`config.mk`:
```
export PLATFORM = sky130hd
export DESIGN_NAME = rrrfk_front
export DESIGN_NICKNAME = d
export VERILOG_FILES = /design/src/hw/rtl/rrrfk_pkg.sv /design/src/hw/rtl/rrrfk_front.sv
export SDC_FILE = /design/constraint.sdc
export NUM_CORES = 1
export LEC_CHECK = 0
export BUFFER_PORTS_ARGS = -buffer_cell sky130_fd_sc_hd__buf_2
export CAP_MARGIN = 20
export CORE_ASPECT_RATIO = 2
export CORE_MARGIN = 1.5
export CORE_UTILIZATION = 62
export CTS_BUF_LIST = sky130_fd_sc_hd__clkbuf_8
export DETAILED_ROUTE_END_ITERATION = 12
export GPL_ROUTABILITY_DRIVEN = 0
export GPL_TIMING_DRIVEN = 0
export PLACE_DENSITY = 0.83
export SYNTH_ARGS = -nofsm -noshare
export SYNTH_HDL_FRONTEND = slang
export SYNTH_SLANG_ARGS = --single-unit
```
`constraint.sdc`:
```
create_clock -name i_clk -period 9.69 [get_ports i_clk]
set_input_delay 1.938 -clock i_clk [delete_from_list [all_inputs] [get_ports i_clk]]
set_output_delay 1.938 -clock i_clk [all_outputs]
set_load 0.05 [all_outputs]
```
`src/hw/rtl/rrrfk_pkg.sv`:
```
`timescale 1ns / 1ps
// ----------------------------------------------------------------------------
// rrrfk_pkg
// Shared types, constants and fixed-point helpers for the RRR arm forward
// kinematics block.
// ----------------------------------------------------------------------------
package rrrfk_pkg;

    // Angle constants, Q4.13
    localparam logic signed [17:0] PI_Q13      = 18'sd25736;
    localparam logic signed [17:0] HALF_PI_Q13 = 18'sd12868;
    localparam logic signed [17:0] TWO_PI_Q13  = 18'sd51472;

    localparam logic signed [63:0] ROT_MAX = 64'sd16384;
    localparam logic signed [63:0] POS_MAX = 64'sd98304;

    // Horner coefficients after the leading 1/11! = 27 (Q.30)
    localparam logic signed [31:0] SIN_C11 = 32'sd27;
    localparam logic signed [31:0] HCOEF [1:5] = '{
        32'sd2959, 32'sd213045, 32'sd8947849, 32'sd178956971, 32'sd1073741824
    };

    // Configuration register indexes
    localparam logic [1:0] REG_BASE_HEIGHT = 2'd0;
    localparam logic [1:0] REG_UPPER_LINK  = 2'd1;
    localparam logic [1:0] REG_FOREARM     = 2'd2;

    // Folded angles for the six sine evaluations, each within +-pi/2
    typedef struct packed {
        logic signed [14:0] s1;
        logic signed [14:0] c1;
        logic signed [14:0] s2;
        logic signed [14:0] c2;
        logic signed [14:0] s23;
        logic signed [14:0] c23;
    } t_angles;

    // Queue status seen by the front and the back
    typedef struct packed {
        logic full;
        logic empty;
    } t_fifo_stat;

    // Round to nearest, halves away from zero, then shift right
    function automatic logic signed [63:0] rnd_shift(input logic signed [63:0] v,
                                                     input int unsigned sh);
        logic signed [63:0] half;
        half = 64'sd1 <<< (sh - 1);
        if (v < 0) begin
            return (v + half - 64'sd1) >>> sh;
        end
        return (v + half) >>> sh;
    endfunction

    function automatic logic signed [15:0] sat_rot(input logic signed [63:0] v);
        if (v > ROT_MAX) begin
            return 16'sd16384;
        end
        if (v < -ROT_MAX) begin
            return -16'sd16384;
        end
        return 16'(v);
    endfunction

    function automatic logic signed [17:0] sat_pos(input logic signed [63:0] v);
        if (v > POS_MAX) begin
            return 18'sd98304;
        end
        if (v < -POS_MAX) begin
            return -18'sd98304;
        end
        return 18'(v);
    endfunction

    // One step of wrap into [-pi, pi); enough for every angle range used here
    function automatic logic signed [17:0] ang_wrap(input logic signed [17:0] a);
        if (a >= PI_Q13) begin
            return a - TWO_PI_Q13;
        end
        if (a < -PI_Q13) begin
            return a + TWO_PI_Q13;
        end
        return a;
    endfunction

    // Fold a wrapped angle into [-pi/2, pi/2] keeping its sine
    function automatic logic signed [14:0] ang_fold(input logic signed [17:0] w);
        logic signed [17:0] f;
        if (w > HALF_PI_Q13) begin
            f = PI_Q13 - w;
        end else if (w < -HALF_PI_Q13) begin
            f = -PI_Q13 - w;
        end else begin
            f = w;
        end
        return 15'(f);
    endfunction

endpackage

```
`src/hw/rtl/rrrfk_front.sv`:
```
`timescale 1ns / 1ps
// ----------------------------------------------------------------------------
// rrrfk_front
// Accepts joint angle transactions, wraps and folds them into the six sine
// arguments, and pushes them into the queue.
// ----------------------------------------------------------------------------
module rrrfk_front
    import rrrfk_pkg::*;
(
    input  logic        i_clk,
    input  logic        i_rst_n,
    input  logic        i_s_tvalid,
    output logic        o_s_tready,
    input  logic [47:0] i_s_tdata,   // base_angle, shoulder_angle, elbow_angle
    input  t_fifo_stat  i_stat,
    output logic        o_push,
    output t_angles     o_ang
);

    logic              r_valid;
    t_angles           r_ang;
    t_angles           n_ang;
    logic signed [17:0] w1, w2, w23;

    // Wrap and fold
    always_comb begin
        w1  = ang_wrap(18'(signed'(i_s_tdata[15:0])));
        w2  = ang_wrap(18'(signed'(i_s_tdata[31:16])));
        w23 = ang_wrap(18'(signed'(i_s_tdata[31:16])) + 18'(signed'(i_s_tdata[47:32])));
        n_ang.s1  = ang_fold(ang_wrap(w1));
        n_ang.c1  = ang_fold(ang_wrap(w1 + HALF_PI_Q13));
        n_ang.s2  = ang_fold(ang_wrap(w2));
        n_ang.c2  = ang_fold(ang_wrap(w2 + HALF_PI_Q13));
        n_ang.s23 = ang_fold(ang_wrap(w23));
        n_ang.c23 = ang_fold(ang_wrap(w23 + HALF_PI_Q13));
    end

    assign o_push     = r_valid && !i_stat.full;
    assign o_s_tready = !r_valid || !i_stat.full;
    assign o_ang      = r_ang;

    // Holding register ahead of the queue
    always_ff @(posedge i_clk) begin
        if (!i_rst_n) begin
            r_valid <= 1'b0;
        end else if (i_s_tvalid && o_s_tready) begin
            r_valid <= 1'b1;
        end else if (o_push) begin
            r_valid <= 1'b0;
        end
    end

    always_ff @(posedge i_clk) begin
        if (i_s_tvalid && o_s_tready) begin
            r_ang <= n_ang;
        end
    end

endmodule

```
; Word level (Yosys, flattened, before mapping)
; Cells that the tools add are included.
[op_classes]
addsub = 34
n_mul = 0
n_div = 0
order_cmp = 30
n_eq_ne = 0
shift = 0
mux = 77
n_bitwise = 0
reduce_logical = 6
[op_table]
columns = op, count
row1 = 2-to-1 mux 18 bit, 36
row2 = 2-to-1 mux 15 bit, 12
row3 = subtractor 14 x 15 -> 15 bit (first input constant), 12
row4 = adder 18 x 17 -> 18 bit (second input constant), 6
row5 = >= comparator 18 x 16 -> 1 bit (second input constant), 6
row6 = greater-than comparator 18 x 15 -> 1 bit (second input constant), 6
row7 = < comparator 18 x 15 -> 1 bit (second input constant), 6
row8 = < comparator 18 x 16 -> 1 bit (second input constant), 6
row9 = subtractor 18 x 17 -> 18 bit (second input constant), 6
row10 = adder 18 x 15 -> 18 bit (second input constant), 3
row11 = adder 16 x 17 -> 18 bit (second input constant), 2
row12 = subtractor 16 x 17 -> 18 bit (second input constant), 2
row13 = >= comparator 16 bit (second input constant), 2
row14 = < comparator 16 bit (second input constant), 2
row15 = 2-to-1 mux 1 bit, 29
row16 = adder 17 x 17 -> 18 bit (second input constant), 1
row17 = subtractor 17 x 17 -> 18 bit (second input constant), 1
row18 = adder 16 x 16 -> 17 bit, 1
row19 = >= comparator 17 x 16 -> 1 bit (second input constant), 1
row20 = < comparator 17 x 16 -> 1 bit (second input constant), 1
row21 = logical AND 1 bit, 2
row22 = zero test 1 bit, 2
row23 = nonzero test 2 bit, 1
row24 = logical OR 1 bit, 1
[word_totals]
register_bits = 91
latch_bits = 0
ram_bits = 0
rom_bits = 0
in_bits = 53
out_inout_bits = 92
elab_cells = 154
memories = 0

; Depth between registers and ports, before layout
[depth]
word_depth = 15
depth_mapped = 34
ltp_nobuf = 32

; Worst setup path after synthesis
; Ideal clock, no wire load.
[synth_path]
path_type = input port to flip-flop
startpoint = input port i_s_tdata[16]
endpoint = register r_ang (netlist bit o_ang[1]) (data pin)
setup_time_ns = 0.262
arrival_time_ns = 8.637
t_required_ns = 9.428
path_slack_ns = 0.791
path_stages = 32
path_buffers = 1
cell_sequence = ha_1 -> fa_1 -> a21oi_1 -> o21bai_2 -> xor2_1 -> inv_1 -> ha_1 -> nand3_1 -> o21ai_0 -> nor4_1 -> o21a_1 -> o211a_2 -> nor2_1 -> or3_1 -> nand2_2 -> inv_2 -> xnor2_1 -> inv_1 -> ha_1 -> a21boi_0 -> nand4_1 -> or3_1 -> o32ai_1 -> nor4_1 -> o32a_4 -> o311ai_0 -> xnor2_1 -> o311ai_1 -> a2111oi_2 -> nand4bb_1 -> buf_4 -> mux2_1
[synth_lines]
columns = item, line
row1 = start: declaration, rrrfk_front.sv:14  ; input logic [47:0] i_s_tdata,
row2 = end signal: assignment, rrrfk_front.sv:55  ; r_ang <= n_ang;
row3 = end: declaration, rrrfk_front.sv:21  ; t_angles r_ang;

==> impl_metrics.yaml <==
die:
  die-height_um: 218
  ios: 145
  die_area_um2: 24000
  coreArea_um2: 22600
  die_x_um: 110
  initial_utilization: 0.631
  rows: 78
critical_path:
  cp_num_buf_inv: 6
  start_kind: "primary input"
  crit_path_end_kind: "flip-flop"
  crit_arrival_ns: 9.63
  cp_top_family: "compound AO/OA/AOI/OAI gates"
  worstSetupPathType: "in2reg"
  worst_path_max_delay_cell: "a2111oi_1"
  slowest_delay_ns: 0.51
  critPathRequiredTime_ns: 9.85
  crit_path_frequent_cell: "ha_1"
  worst-path-max-fanout: 10
yosys:
  ys_seq_elements: 88
  ys_async_sr_fraction: 0
  ys_seq_area_frac: 0.184
  syn_area_per_cell_um2: 7.82
  ys.flop_type: "edfxtp_1"
  synth_edf_count: 87
  netlist_instances: 1827
  yosysUniqueCellTypes: 109
  syn_nets: 1948
  yosys_warnings: 0
  syn-cell-area_um2: 14300
clocking:
  hold_buffers: 0
  clk_latency_ns: 0.41
  clockBufferDepth: 2
  path_clk_slew_ns: 0.09
  numCtsBuffers: 9
  cts_tree: "done"
  cts_root_buffer: "clkbuf_8"
  clock-sinks: 88
  htreeDepth: 3
timing:
  finalCriticalPeriod_ns: 9.47
  finalCritPeriodShare: 0.978
  setup_violations: 0
  fin_skew_ns: 0.0128
  hold_viol: 0
  setup_tns_ns: 0
  relSlewSlack: 0.326
  fmax_mhz: 106
  slew_viol_final: 0
  worstMarginPinSlew_ns: 1.00
final_layout:
  syn_to_final_growth_pct: 10.8
  nets: 2106
  layout_common_cells: "162 x nor2_1, 161 x buf_2, 147 x xnor2_1"
  final_common_cell: "nor2_1"
  fillers: 1916
  fin_util: 0.699
  antenna_cells: 0
  drive_above_1_share: 0.148
run_status:
  violations: "design-rule violations"
  status: "finished, violations left"
global_routing:
  antenna_found_initial: 0
  track_usage: 0.374
  grt-ovfl-total: 0
  grt_pass1_wl_um: 72000
  grt_max_degree: 49
  first_global_vias: 15036
job:
  cap_violations: 0
drt:
  drc: 2
  first_iter_violations: 973
  wl_um: 45300
  ant_nets: 0
  dr.pass1.iters: 10
  vias: 15740
  routedWlPerCell_um: 20.0
  viasPerCell: 6.93
power:
  vdd_drop_max_mv: 0.395
  power_mw: 6.15
  cellLeakagePower_nw: 6.05
  power.density_nw_per_um2: 389
place:
  port-buffer-count: 139
  dp_hpwl_um: 35300
hold_path:
  hold_class: "reg2reg"
[worst paths after layout]
kind,start,to,slack [ns],depth (start not counted)
setup / recovery,i_s_tdata[16],o_ang[1]$_DFFE_PP_,0.22,32
hold / removal,r_valid$_SDFFE_PN0P_,r_valid$_SDFFE_PN0P_,0.56,2
setup reg to reg,r_valid$_SDFFE_PN0P_,o_ang[36]$_DFFE_PP_,8.08,3
hold reg to reg,r_valid$_SDFFE_PN0P_,r_valid$_SDFFE_PN0P_,0.56,2
[sequential cells by signal, summed over array words and instances, names as in the netlist]
name / flops
o_ang: 87
r_valid: 1
[Yosys cell counts (all sizes together) (16+ instances only)]
cell type  count  area share
o21bai        18      0.0097
a31oi         54       0.025
a21o          24       0.013
nor3          54       0.019
a21oi        100       0.036
o22ai         33       0.014
and3          30       0.013
xnor2        155       0.098
and2          33       0.015
mux2i         23       0.016
a211oi        28       0.017
o21a          19       0.010
edfxtp        87        0.18
nor2         167       0.044
nand2        146       0.039
o211ai        27       0.016
xor2          71       0.044
inv           69       0.018
o31ai         36       0.020
nor2b         16      0.0070
nand3         65       0.023
buf           34       0.013
o21ai         77       0.028
a22oi         23       0.012
a32oi         16      0.0098
clkbuf        46       0.012
nand4         16      0.0070
ha            67       0.059
nand2b        33       0.014
[worst min-delay path, cell delays in order (launching register included)]
cell,delay (ns)
dfxtp_1,0.33
a21oi_1,0.13
nor2b_1,0.06
[area by class of cell]
type	count	area, um2	area share
Inverter	69	262	0.0165
Multi-Input combinational cell	1590	11200	0.708
Buffer	79	363	0.0229
Clock buffer	9	124	0.00783
Tap cell	280	350	0.0221
Timing Repair Buffer	148	783	0.0495
Clock inverter	7	101	0.00641
Sequential cell	88	2630	0.166
[layer usage]
| layer | share of wire | GRT usage |
|---|---|---|
| met4 | 0.088 | 0.294 |
| met1 | 0.34 | 0.366 |
| met5 | 0 | 0 |
| met3 | 0.064 | 0.0616 |
| met2 | 0.51 | 0.672 |
[cells by family after synthesis]
group / Yosys count / synth area share
fa+ha+maj: 68 / 0.0601
buf+inv: 149 / 0.0437
simple gates: 634 / 0.219
flops: 88 / 0.184
xor+xnor: 227 / 0.144
compound gates: 629 / 0.325
mux: 32 / 0.0232
[repair_timing]
item                       CTS  global route
buffers inserted             4             4
setup endpoints to repair   14            37
gates cloned                 0             0
hold endpoints to repair     0             0
pin swaps                    3             4
gates resized for setup      4            31
[report_power, final]
| group | switching, mW | internal (mW) |
|---|---|---|
| logic | 3.32 | 1.71 |
| registers | 0.0491 | 0.769 |
| clock network | 0.158 | 0.149 |
| total | 3.53 | 2.63 |
[metrics by stage]
stage          hold slack (ns)  std cells  cell area, um2  setup slack, ns
2_1_floorplan            0.487       1827           14300            0.791
3_3_place_gp             0.509       2246           15300           -0.659
5_1_grt                  0.662       2270           15800          -0.0125
3_5_place_dp             0.564       2247           15400           -0.748
4_1_cts                  0.577       2267           15600           0.0314
6_report                 0.564       2270           15800            0.216
(Power assumes the default switching activity.)
