<file path="src/hw/rtl/rrrfk_pkg.sv">
`timescale 1ns / 1ps
// ----------------------------------------------------------------------------
// rrrfk_pkg
// Shared types, constants and fixed-point helpers for the RRR arm forward
// kinematics block.
// ----------------------------------------------------------------------------
package rrrfk_pkg;

    // Angle constants, Q4.13
    localparam logic signed [17:0] PI_Q13      = 18'sd25736;
    localparam logic signed [17:0] HALF_PI_Q13 = 18'sd12868;
    localparam logic signed [17:0] TWO_PI_Q13  = 18'sd51472;

    localparam logic signed [63:0] ROT_MAX = 64'sd16384;
    localparam logic signed [63:0] POS_MAX = 64'sd98304;

    // Horner coefficients after the leading 1/11! = 27 (Q.30)
    localparam logic signed [31:0] SIN_C11 = 32'sd27;
    localparam logic signed [31:0] HCOEF [1:5] = '{
        32'sd2959, 32'sd213045, 32'sd8947849, 32'sd178956971, 32'sd1073741824
    };

    // Configuration register indexes
    localparam logic [1:0] REG_BASE_HEIGHT = 2'd0;
    localparam logic [1:0] REG_UPPER_LINK  = 2'd1;
    localparam logic [1:0] REG_FOREARM     = 2'd2;

    // Folded angles for the six sine evaluations, each within +-pi/2
    typedef struct packed {
        logic signed [14:0] s1;
        logic signed [14:0] c1;
        logic signed [14:0] s2;
        logic signed [14:0] c2;
        logic signed [14:0] s23;
        logic signed [14:0] c23;
    } t_angles;

    // Queue status seen by the front and the back
    typedef struct packed {
        logic full;
        logic empty;
    } t_fifo_stat;

    // Round to nearest, halves away from zero, then shift right
    function automatic logic signed [63:0] rnd_shift(input logic signed [63:0] v,
                                                     input int unsigned sh);
        logic signed [63:0] half;
        half = 64'sd1 <<< (sh - 1);
        if (v < 0) begin
            return (v + half - 64'sd1) >>> sh;
        end
        return (v + half) >>> sh;
    endfunction

    function automatic logic signed [15:0] sat_rot(input logic signed [63:0] v);
        if (v > ROT_MAX) begin
            return 16'sd16384;
        end
        if (v < -ROT_MAX) begin
            return -16'sd16384;
        end
        return 16'(v);
    endfunction

    function automatic logic signed [17:0] sat_pos(input logic signed [63:0] v);
        if (v > POS_MAX) begin
            return 18'sd98304;
        end
        if (v < -POS_MAX) begin
            return -18'sd98304;
        end
        return 18'(v);
    endfunction

    // One step of wrap into [-pi, pi); enough for every angle range used here
    function automatic logic signed [17:0] ang_wrap(input logic signed [17:0] a);
        if (a >= PI_Q13) begin
            return a - TWO_PI_Q13;
        end
        if (a < -PI_Q13) begin
            return a + TWO_PI_Q13;
        end
        return a;
    endfunction

    // Fold a wrapped angle into [-pi/2, pi/2] keeping its sine
    function automatic logic signed [14:0] ang_fold(input logic signed [17:0] w);
        logic signed [17:0] f;
        if (w > HALF_PI_Q13) begin
            f = PI_Q13 - w;
        end else if (w < -HALF_PI_Q13) begin
            f = -PI_Q13 - w;
        end else begin
            f = w;
        end
        return 15'(f);
    endfunction

endpackage

</file>
<file path="src/hw/rtl/rrrfk_fifo.sv">
`timescale 1ns / 1ps
// ----------------------------------------------------------------------------
// rrrfk_fifo
// Short queue of prepared angle sets between the front and the back.
// ----------------------------------------------------------------------------
module rrrfk_fifo
    import rrrfk_pkg::*;
#(
    parameter int DEPTH = 4
) (
    input  logic                       i_clk,
    input  logic                       i_rst_n,
    input  logic                       i_push,
    input  t_angles                    i_data,
    input  logic                       i_pop,
    output t_angles                    o_data,
    output t_fifo_stat                 o_stat,
    output logic [$clog2(DEPTH+1)-1:0] o_level
);

    localparam int PW = (DEPTH > 1) ? $clog2(DEPTH) : 1;
    localparam int LW = $clog2(DEPTH + 1);
    localparam logic [PW-1:0] LAST = PW'(DEPTH - 1);

    t_angles         r_mem [DEPTH];
    logic [PW-1:0]   r_wptr;
    logic [PW-1:0]   r_rptr;
    logic [LW-1:0]   r_level;

    assign o_stat.full  = (r_level == LW'(DEPTH));
    assign o_stat.empty = (r_level == '0);
    assign o_data       = r_mem[r_rptr];
    assign o_level      = r_level;

    // Pointers and fill level
    always_ff @(posedge i_clk) begin
        if (!i_rst_n) begin
            r_wptr  <= '0;
            r_rptr  <= '0;
            r_level <= '0;
        end else begin
            if (i_push) begin
                r_wptr <= (r_wptr == LAST) ? '0 : r_wptr + 1'b1;
            end
            if (i_pop) begin
                r_rptr <= (r_rptr == LAST) ? '0 : r_rptr + 1'b1;
            end
            if (i_push && !i_pop) begin
                r_level <= r_level + 1'b1;
            end else if (i_pop && !i_push) begin
                r_level <= r_level - 1'b1;
            end
        end
    end

    // Storage
    always_ff @(posedge i_clk) begin
        if (i_push) begin
            r_mem[r_wptr] <= i_data;
        end
    end

endmodule

</file>
<file path="config.mk">
export PLATFORM = sky130hd
export DESIGN_NAME = rrrfk_fifo
export DESIGN_NICKNAME = d
export VERILOG_FILES = /design/src/hw/rtl/rrrfk_pkg.sv /design/src/hw/rtl/rrrfk_fifo.sv
export SDC_FILE = /design/constraint.sdc
export NUM_CORES = 1
export LEC_CHECK = 0
export BUFFER_PORTS_ARGS = -buffer_cell sky130_fd_sc_hd__buf_2
export CORE_MARGIN = 10
export CORE_UTILIZATION = 40
export CTS_CLUSTER_SIZE = 12
export DETAILED_ROUTE_END_ITERATION = 10
export SETUP_SLACK_MARGIN = 0.02
export SLEW_MARGIN = 15
export SYNTH_ARGS = -nofsm -noshare
export SYNTH_HDL_FRONTEND = slang
export SYNTH_SLANG_ARGS = --single-unit
</file>
<file path="constraint.sdc">
create_clock -name i_clk -period 8 [get_ports i_clk]
set_input_delay 0.8 -clock i_clk [delete_from_list [all_inputs] [get_ports i_clk]]
set_output_delay 0.8 -clock i_clk [all_outputs]
set_load 0.05 [all_outputs]
</file>
# Yosys cells after proc, flatten, opt, wreduce, memory -nomap -nowiden
# Memories as Yosys holds them, arrays and structs flattened. A register that Yosys moved wholly into a read port is not among the register bits.
# Cells that the tools add are included.
# word_totals
reg_bits,7
ramBits,360
memories,1
# op_classes
addsub,4
n_eq_ne,3
muxes,8
reduce_logical,6
# mem_list
name,words,word_bits,rd,rd_ports_with_merged_regs,wr,line_no,source
r_mem,4,90,1,1,1,rrrfk_fifo.sv:25,t_angles r_mem [DEPTH];
# ops
op,n
2-bit 2-to-1 mux,4
3-bit 2-to-1 mux,2
"2-bit by 1-bit adder with 2-bit output, second input constant",2
"2-bit equality test, second input constant",2
"3-bit by 1-bit adder with 3-bit output, second input constant",1
"3-bit equality test, second input constant",1
3-bit logical NOT,1
"3-bit by 1-bit subtractor with 3-bit output, second input constant",1
1-bit logical AND,2
1-bit logical NOT,2
1-bit 2-to-1 mux,2
2-bit nonzero test,1

# Longest topological paths before layout
# Gate-level depths: netlist (run 1).
# logic_depth
depth_word,4
ltp_mapped,7
mapped_depth_nobuf,7

# Worst setup path before layout (run 1)
# OpenSTA, ideal clock, no wires.
# synth_path
path_kind,input -> register
startpoint,input i_push
endpoint,"memory r_mem[0][0] (netlist name), enable pin"
setup_ns,0.458
arrival_ns,2.886
required_time_ns,7.542
setup_slack_ns,4.656
stages,1
n_path_buf,0
cell_sequence,and2_1
# synth_via
elab_chain_len,2
# synth_lines
item,line_no,source
start: declaration,rrrfk_fifo.sv:13,"input logic i_push,"
1-bit 2-to-1 mux,rrrfk_fifo.sv:58,if (i_push) begin
1-bit 2-to-1 mux (implied by the code),rrrfk_fifo.sv:59,r_mem[r_wptr] <= i_data;
end: declaration,rrrfk_fifo.sv:25,
# No other way between the ends.

==> results of run 1 <==
## worst max-delay path, delay by kind of cell, from the launching register on
family | cells | cell delay [ns]
mux | 1 | 0.62
buf+inv | 2 | 0.88
flops | 1 | 0.69
## cells by family (layout without fill, tap and decap cells)
family / count (synthesis) / in the layout / synth area share [%]
buffers and inverters: 24 / 261 / 1.89
xor gates and xnor gates: 2 / 2 / 0.129
muxes: 94 / 94 / 15.3
DFF: 369 / 369 / 81.2
adders and majority gates: 7 / 7 / 0.703
and+or+nand+nor: 15 / 15 / 0.666
AOI/OAI and AO/OA: 3 / 3 / 0.148
## Yosys cell counts (2+ instances only)
master / count
and2_1: 5
dfxtp_1: 9
nor3_1: 2
ha_1: 6
mux2i_1: 4
inv_1: 4
edfxtp_1: 360
mux4_2: 90
buf_2: 9
nor2b_1: 5
buf_12: 9
## area by class of cell
| type | instances | area, µm² | share of cell area [%] |
|---|---|---|---|
| multi-input combinational | 121 | 2300 | 14.4 |
| inverter | 4 | 15.0 | 0.0938 |
| clock inverter | 11 | 78.8 | 0.492 |
| tap | 448 | 561 | 3.50 |
| sequential | 369 | 11000 | 68.7 |
| clock buffer | 51 | 1060 | 6.64 |
| timing repair buffer | 195 | 993 | 6.21 |
## flip-flops by register name, summed over array words and instances (netlist names), named ones only
signal and flops:
r_wptr 2, r_mem 360, r_rptr 2, o_level 3
## stage by stage
step	std cells	total power [mW]	worst slack, ns	hold slack [ns]	instance area, µm²
detailed placement	1137	2.85	4.85	0.528	14900
floorplan	514	2.70	4.66	0.512	13500
finish	1199	4.43	4.43	0.501	16000
CTS	1199	4.49	4.29	0.471	16000
global placement	1137	2.84	4.86	0.506	14900
global route	1199	4.60	4.16	0.471	16000
## power by group
part / internal, mW / leakage, nW / switching [mW]
sequential: 2.22 / 3.38 / 0.0337
clock: 0.959 / 0.553 / 0.664
combinational: 0.159 / 1.41 / 0.393
## routing by layer
metal | GRT usage (%) | wire length, µm | vias up
met5 | 0 | 34 | -
met4 | 3.28 | 446 | 6
met3 | 4.52 | 2020 | 45
met2 | 21.5 | 13500 | 161
met1 | 15.3 | 10800 | 3175
li1 | - | - | 2641
## cells in the final DEF, fill, tap and decap left out, drive strengths merged
cell / netlist / final
edfxtp: 360 / 360
buf: 20 / 195
mux4: 90 / 90
clkbuf: 0 / 51
dfxtp: 9 / 9
clkinv: 0 / 9
ha: 6 / 6
nor2b: 5 / 5
and2: 5 / 5
inv: 4 / 4
mux2i: 4 / 4
nor3: 2 / 2
nor3b: 1 / 1
xnor2: 1 / 1
nor2: 1 / 1
o21a: 1 / 1
xor2: 1 / 1
o21ai: 1 / 1
or3: 1 / 1
a21boi: 1 / 1
fa: 1 / 1
bufinv: 0 / 1
clkinvlp: 0 / 1
## worst paths after layout
| check | slack (ns) | endpoint | start |
|---|---|---|---|
| hold / removal | 0.50 | r_mem[1][35]$_DFFE_PP_ | i_data[35] |
| setup reg to reg | 5.65 | r_mem[3][64]$_DFFE_PP_ | r_wptr[0]$_SDFFE_PN0P_ |
| hold reg to reg | 0.53 | register | r_rptr[1]$_SDFFE_PN0P_ |
| setup / recovery | 4.43 | o_data[1] | register |
==> key figures, run 1 <==
Min path
  – HP Class: in -> reg
  – Hold Path Stages: 1

Place
  – Detailed placer's ending HPWL: 16,400 µm
  – Routability congestion estimate: 0.707
  – Port bufs: 188

STA
  – Final min period: 3.57 ns
  – Worst rel slew slack: 35.9%
  – Final Skew: 0.0134 ns
  – Fin Setup TNS: 0 ns
  – Final hold viol count: 0
  – Final Setup Violations: 0
  – Fin crit share: 44.7%
  – Max Slew Vio Count: 0
  – F_max: 0.280 GHz
  – Unrepaired setup endpoints after global routing: no
  – Worst-Margin Slew: 0.962 ns

Synthesis
  – Top-area cell type share of the netlist area: 79.9%
  – Top_reg_cell synth: edfxtp_1
  – Sequential share of the synthesized area: 81.2%
  – Synth Area per Inst: 26.3 µm²
  – Yosys warnings: 0
  – Post-synth EDFFs: 360
  – Ys async rst share: 0%
  – #FFs+latches synth: 369
  – Syn Std Cell Area: 13,500 µm²
  – Area contributors post-synth: edfxtp_1, mux4_2, buf_12
  – Mapped Cells: 514
  – Synth unique cells: 22
  – Area leader, netlist: edfxtp_1
  – Post-synth net total: 615

Floorplanning
  – Initial core utilization: 40.5%
  – Die H: 204 µm
  – Die width: 204 µm
  – Die footprint: 41,600 µm²
  – # IOs: 189
  – Site Rows: 67
  – Core area: 33,400 µm²

CTS
  – CTS tree: done
  – Skew-Pair Late Insertion Delay: 0.51 ns
  – CTS resizes: 0
  – CTS root buffer: clkbuf_16
  – Deepest clock path buffer count: 3
  – H-tree depth: 2
  – Clock sink count: 369
  – Post-CTS setup buffer count: 0
  – CTS Buf Count: 40
  – Hold buffers post-CTS: 0
  – Clock-pin slew on the worst setup and hold paths: 0.06 ns

Routing
  – Via-per-instance ratio: 5.03
  – Drt first pass iters: 4
  – Remaining DRCs: 0
  – Vias post-DR: 6,028
  – WL/cell: 22.3 µm
  – Post-DRT Antenna Nets: 0
  – Final wirelength: 26,800 µm
  – Starting DRT DRC Count: 313

Cells and area
  – Diodes inserted: 0
  – Fill count: 2,735
  – Utilization after layout: 47.9%
  – Fraction of layout cells with a size suffix above 1: 44.9%
  – Nets@finish: 832
  – Area delta synth->final: 18.3%

GRT
  – Vias in the first global route: 6,787
  – Largest net degree at the start of global routing: 62
  – Gr usage total: 12.7%
  – Initial antenna violation count: 4
  – Global route overflow: 0
  – First-pass GRT wire length: 40,800 µm

Critical path
  – Critical path class: reg -> out
  – Crit path cell chain: buf_4 > mux4_2 > buf_2
  – Critical path arrival: 2.77 ns
  – Critical Path Fanout Max: 32
  – Setup crit start kind: register
  – Slowest cell delay on critical path: 0.69 ns
  – Worst Setup End Kind: output pin
  – Reg2Reg Depth: 3
  – Critical Path RT: 7.20 ns
  – Worst path slowest cell: dfxtp_4

Power and ir drop
  – Static leakage: 5.35 nW
  – PwrDens: 276 nW/µm²
  – VDD IR max: 303 µV

Status
  – Status: finished clean

Job
  – MaxCap Viol Count: 0
No activity file was read; power rests on OpenSTA's default activity.
==> inputs of run 2 (changes only) <==
- clock period: 8 -> 3.29 ns (I/O delays scaled with it)
==> run 2 against run 1 <==
  * Wire length increased by 1.8%
  * Non-clock buffer count up 9
  * Critical path type unchanged
  * Sequential share of layout area down 0.62 points
  * Highest routed layer unchanged
  * Worst hold slack worse by 0.47 ns
  * Sequential cell count did not move
  * Die area stayed put
  * Final cell count rose by 0.92%
  * Register-to-register slack worse by 4.4 ns
  * Critical endpoint is now o_data[9]
  * Combinational power increased to 2.5 times the previous value
==> key figures, run 2 (synthesis results as in run 1) <==
Critical path
  – Critical path arrival: 2.42 ns (-0.35 ns)
  – Reg2Reg Capture Point: r_mem[0][11]$_DFFE_PP_
  – Reg2Reg Depth: 4 (+1)
  – Critical Path Fanout Max: 36 (+13%)
  – Crit path cell chain: buf_12 > mux4_2 > buf_2
  – Setup crit start kind: register
  – CP bufs+invs: 2 (unchanged)
  – Critical path class: reg -> out
  – Reg-to-reg startpoint: r_wptr[0]$_SDFFE_PN0P_
  – Worst reg-to-reg setup slack: 1.30 ns (-4.35 ns)
  – Critical Path RT: 2.96 ns (-4.24 ns)
  – Worst Setup End Kind: output pin
  – Cell family with most CP delay: flip-flops
  – Worst path slowest cell: dfxtp_4
  – Slowest cell delay on critical path: 0.67 ns (-0.02 ns)

Place
  – Port bufs: 188 (unchanged)
  – Routability congestion estimate: 0.708 (+0.20%)
  – Detailed placer's ending HPWL: 17,300 µm (+5.5%)

Routing
  – Vias post-DR: 6,057 (+0.48%)
  – WL/cell: 22.5 µm (+0.84%)
  – Remaining DRCs: 0 (unchanged)
  – Starting DRT DRC Count: 302 (-3.5%)
  – Drt first pass iters: 6 (+2)
  – Final wirelength: 27,300 µm (+1.8%)
  – Post-DRT Antenna Nets: 0 (unchanged)
  – Via-per-instance ratio: 5.01 (-0.43%)

Floorplanning
  – Site Rows: 67 (unchanged)
  – Die H: 204 µm (unchanged)
  – Initial core utilization: 40.5% (unchanged)
  – Core area: 33,400 µm² (unchanged)
  – # IOs: 189 (unchanged)
  – Die width: 204 µm (unchanged)
  – Die footprint: 41,600 µm² (unchanged)

Cells and area
  – Commonest non-fill, non-tap cell in the layout: edfxtp_1
  – Most frequent cells in the layout: edfxtp_1, buf_2, mux4_2
  – Fill count: 2,718 (-0.62%)
  – Fraction of layout cells with a size suffix above 1: 45.6% (+0.72 points)
  – Biggest register: r_mem
  – Max reg flops: 360 (unchanged)
  – Nets@finish: 840 (+0.96%)
  – Area delta synth->final: 19.4%
  – Utilization after layout: 48.3% (+0.44 points)

CTS
  – Clock-pin slew on the worst setup and hold paths: 0.06 ns (about the same)
  – H-tree depth: 2 (unchanged)
  – CTS Buf Count: 39 (-2.5%)
  – Post-CTS setup buffer count: 0 (unchanged)
  – Clock sink count: 369 (unchanged)
  – CTS root buffer: clkbuf_16
  – Hold buffers post-CTS: 0 (unchanged)
  – CTS resizes: 0 (unchanged)
  – Skew-Pair Late Insertion Delay: 0.51 ns (about the same)
  – CTS tree: done
  – Deepest clock path buffer count: 3 (unchanged)

Min path
  – Hold Path Stages: 1 (unchanged)
  – HP Class: in -> reg
  – Worst hold endpoint: r_mem[2][44]$_DFFE_PP_
  – Hold Startpoint: i_data[44]

GRT
  – Global route overflow: 0 (unchanged)
  – Gr usage total: 13.1% (+0.35 points)
  – First-pass GRT wire length: 41,900 µm (+2.6%)
  – Vias in the first global route: 6,933 (+2.2%)
  – Initial antenna violation count: 5 (+1)
  – Largest net degree at the start of global routing: 54 (-13%)

STA
  – Unrepaired setup endpoints after global routing: no
  – F_max: 0.364 GHz
  – Final Skew: 0.00876 ns (-0.00463 ns)
  – Final min period: 2.75 ns
  – Worst-Margin Slew: 0.726 ns (-0.236 ns)
  – Final Setup Violations: 0 (unchanged)
  – Fin crit share: 83.6%
  – Final hold viol count: 0 (unchanged)
  – Worst rel slew slack: 51.6% (+16 points)
  – Max Slew Vio Count: 0 (unchanged)
  – Fin Setup TNS: 0 ns (unchanged)

Power and ir drop
  – PwrDens: 673 nW/µm² (+140%)
  – Static leakage: 5.42 nW (+1.4%)
  – VDD IR max: 474 µV (+56%)

Status
  – Status: finished clean

Job
  – MaxCap Viol Count: 0 (unchanged)
## run 2: cell count changes in the layout (fill, tap and decap cells not counted)
cell	delta
clkinv_2	+1
diode_2	+1
buf_12	+4
clkinv_4	-1
clkinv_1	-2
clkbuf_1	+2
bufinv_16	+1
buf_4	+5
## run 2: worst max path at each step
stage	endpoint	cells past startpoint	from	slack, ns
detailed placement	o_data[62]	3	register	1.03
CTS	o_data[14]	3	register	0.48
global route	o_data[14]	3	register	0.37
floorplan	r_mem[3][0]$_DFFE_PP_	2	r_wptr[0]$_SDFFE_PN0P_	0.20
global placement	o_data[40]	3	register	1.02
finish	o_data[9]	3	register	0.54
## run 2: worst register-to-register path: stages (launching register included)
cell and delay, ns:
dfxtp_1 0.35, inv_1 0.10, ha_1 0.15, and2_4 0.61
buf_12 0.39
## run 2: power breakdown
group          leakage, nW  switching (mW)  internal (mW)  total (mW)
logic                 1.47           0.975          0.402        1.38
clock network        0.566            1.62           2.42        4.03
registers             3.38          0.0685           5.39        5.46
## run 2: area by class of cell
| type | instances | area (µm²) | area share (%) |
|---|---|---|---|
| Clock inverter | 10 | 97.6 | 0.604 |
| Inverter | 4 | 15.0 | 0.0929 |
| Tap cell | 448 | 561 | 3.47 |
| Clock buffer | 53 | 1070 | 6.63 |
| Sequential cell | 369 | 11000 | 68.1 |
| Multi-Input combinational cell | 121 | 2300 | 14.2 |
| Timing Repair Buffer | 204 | 1110 | 6.88 |
| Antenna cell | 1 | 2.50 | 0.0155 |
## run 2: through the flow
step | cells | area [µm²] | hold WS [ns] | power, mW | worst slack (ns)
finish | 1210 | 16200 | 0.0311 | 10.9 | 0.539
global route | 1209 | 16200 | 0.0121 | 11.3 | 0.373
CTS | 1209 | 16200 | 0.00526 | 11.0 | 0.476
detailed placement | 1146 | 15000 | 0.519 | 6.96 | 1.03
global placement | 1146 | 15000 | 0.496 | 6.93 | 1.02
floorplan | 514 | 13500 | 0.428 | 6.58 | 0.198
## run 2: routing by layer
layer	vias up	track usage [%]	part of all wire [%]
li1	2660	-	-
met1	3175	16.2	41
met2	167	21.5	50
met3	47	4.66	7.4
met4	8	3.33	1.7
met5	-	0	0.17
==> inputs of run 3 (changes only) <==
- clock period: 3.29 -> 2.6 ns (I/O delays scaled with it)
==> run 3 against run 2 <==
  * Wire length increased by 3.1%
  * Worst hold slack improved by 0.0016 ns
  * Worst setup slack got worse by 0.31 ns
  * Via count increased by 6.0%
  * Clock power increased by 24%
  * Register-to-register slack got worse by 0.42 ns
  * Final cell count increased by 7.7%
  * Design area increased by 5.9%
  * Clock-buffer cell count decreased by 1
  * Power increased by 27%
==> key figures, run 3 (synthesis results as in run 1) <==
GRT
  – Largest net degree at the start of global routing: 91 (+69%)
  – Initial antenna violation count: 1 (-4)
  – Gr usage total: 13.6% (+0.51 points)
  – Vias in the first global route: 7,285 (+5.1%)
  – First-pass GRT wire length: 43,400 µm (+3.6%)
  – Global route overflow: 0 (unchanged)

CTS
  – CTS resizes: 0 (unchanged)
  – Skew-Pair Late Insertion Delay: 0.52 ns (about the same)
  – CTS tree: done
  – Clock sink count: 369 (unchanged)
  – CTS root buffer: clkbuf_16
  – Deepest clock path buffer count: 3 (unchanged)
  – Clock-pin slew on the worst setup and hold paths: 0.06 ns (about the same)
  – H-tree depth: 2 (unchanged)
  – CTS Buf Count: 39 (unchanged)

Critical path
  – Crit path cell chain: buf_4 > mux4_2 > buf_2
  – Critical Path Fanout Max: 43 (+19%)
  – Critical path arrival: 2.11 ns (-0.31 ns)
  – Worst path slowest cell: buf_4
  – CP bufs+invs: 2 (unchanged)
  – Critical Path RT: 2.34 ns (-0.62 ns)
  – Cell family with most CP delay: buffers and inverters
  – Setup crit start kind: register
  – Worst Setup End Kind: output pin
  – Critical path class: reg -> out
  – Slowest cell delay on critical path: 0.51 ns (-0.16 ns)

Floorplanning
  – Die H: 204 µm (unchanged)
  – Core area: 33,400 µm² (unchanged)
  – Site Rows: 67 (unchanged)
  – Die width: 204 µm (unchanged)
  – Initial core utilization: 40.5% (unchanged)
  – # IOs: 189 (unchanged)
  – Die footprint: 41,600 µm² (unchanged)

STA
  – Fin Setup TNS: 0 ns (unchanged)
  – Final min period: 2.37 ns
  – Max Slew Vio Count: 0 (unchanged)
  – Fin crit share: 91.1%
  – F_max: 0.422 GHz
  – Worst-Margin Slew: 0.651 ns (-0.0755 ns)
  – Final hold viol count: 0 (unchanged)
  – Unrepaired setup endpoints after global routing: no
  – Final WS setup: 0.231 ns (-0.308 ns)
  – Hold WS: 0.0327 ns (+0.00165 ns)
  – Final Skew: 0.0112 ns (+0.00248 ns)
  – Final Setup Violations: 0 (unchanged)
  – Worst rel slew slack: 56.6% (+5.0 points)

Routing
  – Remaining DRCs: 0 (unchanged)
  – M1 WL: 11,800 µm (+4.9%)
  – Post-DRT Antenna Nets: 0 (unchanged)
  – Starting DRT DRC Count: 349 (+16%)
  – WL/cell: 21.6 µm (-4.2%)
  – Drt first pass iters: 4 (-2)
  – Top Layer Used: met4
  – Met2 Wirelength: 14,100 µm (+4.8%)
  – Met3 wire length: 1680 µm (-17%)
  – Via-per-instance ratio: 4.93 (-1.6%)
  – Final wirelength: 28,100 µm (+3.1%)
  – Vias post-DR: 6,421 (+6.0%)

Cells and area
  – Commonest non-fill, non-tap cell in the layout: edfxtp_1
  – Multi-input gate area: 2300 µm² (unchanged)
  – Max reg flops: 360 (unchanged)
  – Seq. cell area: 11,000 µm² (unchanged)
  – Biggest register: r_mem
  – Nets@finish: 930 (+11%)
  – Most frequent cells in the layout: edfxtp_1, buf_2, mux4_2, dlygate4sd3_1, clkbuf_16
  – Fraction of layout cells with a size suffix above 1: 40.6% (-5.0 points)
  – Non-filler cells, final: 1,303 (+7.7%)
  – Area delta synth->final: 26.5%
  – Fill count: 2,665 (-1.9%)

Place
  – Detailed placer's ending HPWL: 17,400 µm (+0.49%)
  – Inst Count DP: 1,144 (-0.17%)
  – Routability congestion estimate: 0.694 (-2.0%)
  – Port bufs: 188 (unchanged)
  – Setup WS pre-CTS: 0.575 ns (-0.456 ns)

Power and ir drop
  – PnR Total Power: 13.8 mW (+27%)
  – PwrDens: 805 nW/µm² (+20%)
  – Static leakage: 5.81 nW (+7.1%)
  – VDD IR max: 557 µV (+17%)

Job
  – MaxCap Viol Count: 0 (unchanged)

Status
  – Status: finished clean

Min path
  – HP Class: in -> reg
run 3: path summary, 6_finish.rpt:
path,slack [ns],depth (start not counted),start,endpoint
setup / recovery,0.23,3,register,o_data[84]
hold / removal,0.03,2,i_rst_n,register
setup reg to reg,0.88,4,r_wptr[0]$_SDFFE_PN0P_,r_mem[0][55]$_DFFE_PP_
hold reg to reg,0.55,2,o_level[2]$_SDFFE_PN0P_,o_level[2]$_SDFFE_PN0P_
run 3: final cells by class:
cell class,instances,share of cell area [%]
Sequential cell,369,64.3
Multi-Input combinational cell,121,13.4
Timing Repair Buffer,294,12.3
Clock buffer,52,6.10
Tap cell,448,3.27
Clock inverter,14,0.563
Inverter,4,0.0877
Antenna cell,1,0.0146
run 3: metal layers:
| metal | GRT usage, % | vias to the layer above |
|---|---|---|
| met5 | 0 | - |
| met4 | 3.60 | 0 |
| met3 | 3.74 | 45 |
| met2 | 22.6 | 163 |
| met1 | 17.3 | 3374 |
| li1 | - | 2839 |
run 3: what timing repair did:
item	4_1_cts	5_1_grt
endpoints found under the hold margin	360	0
setup buffers	2	0
endpoints found under the setup margin	13	0
hold buffers	90	0
run 3: metrics by stage:
stage | area [µm²] | util (%)
2_1_floorplan | 13500 | -
3_3_place_gp | 15100 | 45.0
3_5_place_dp | 15100 | 45.0
4_1_cts | 17100 | 51.2
5_1_grt | 17100 | 51.2
6_report | 17100 | 51.2
run 3: power breakdown:
part	leakage, nW	switching [mW]	internal, mW
clock	0.556	2.08	2.91
combinational	1.87	1.28	0.619
sequential	3.38	0.0720	6.81
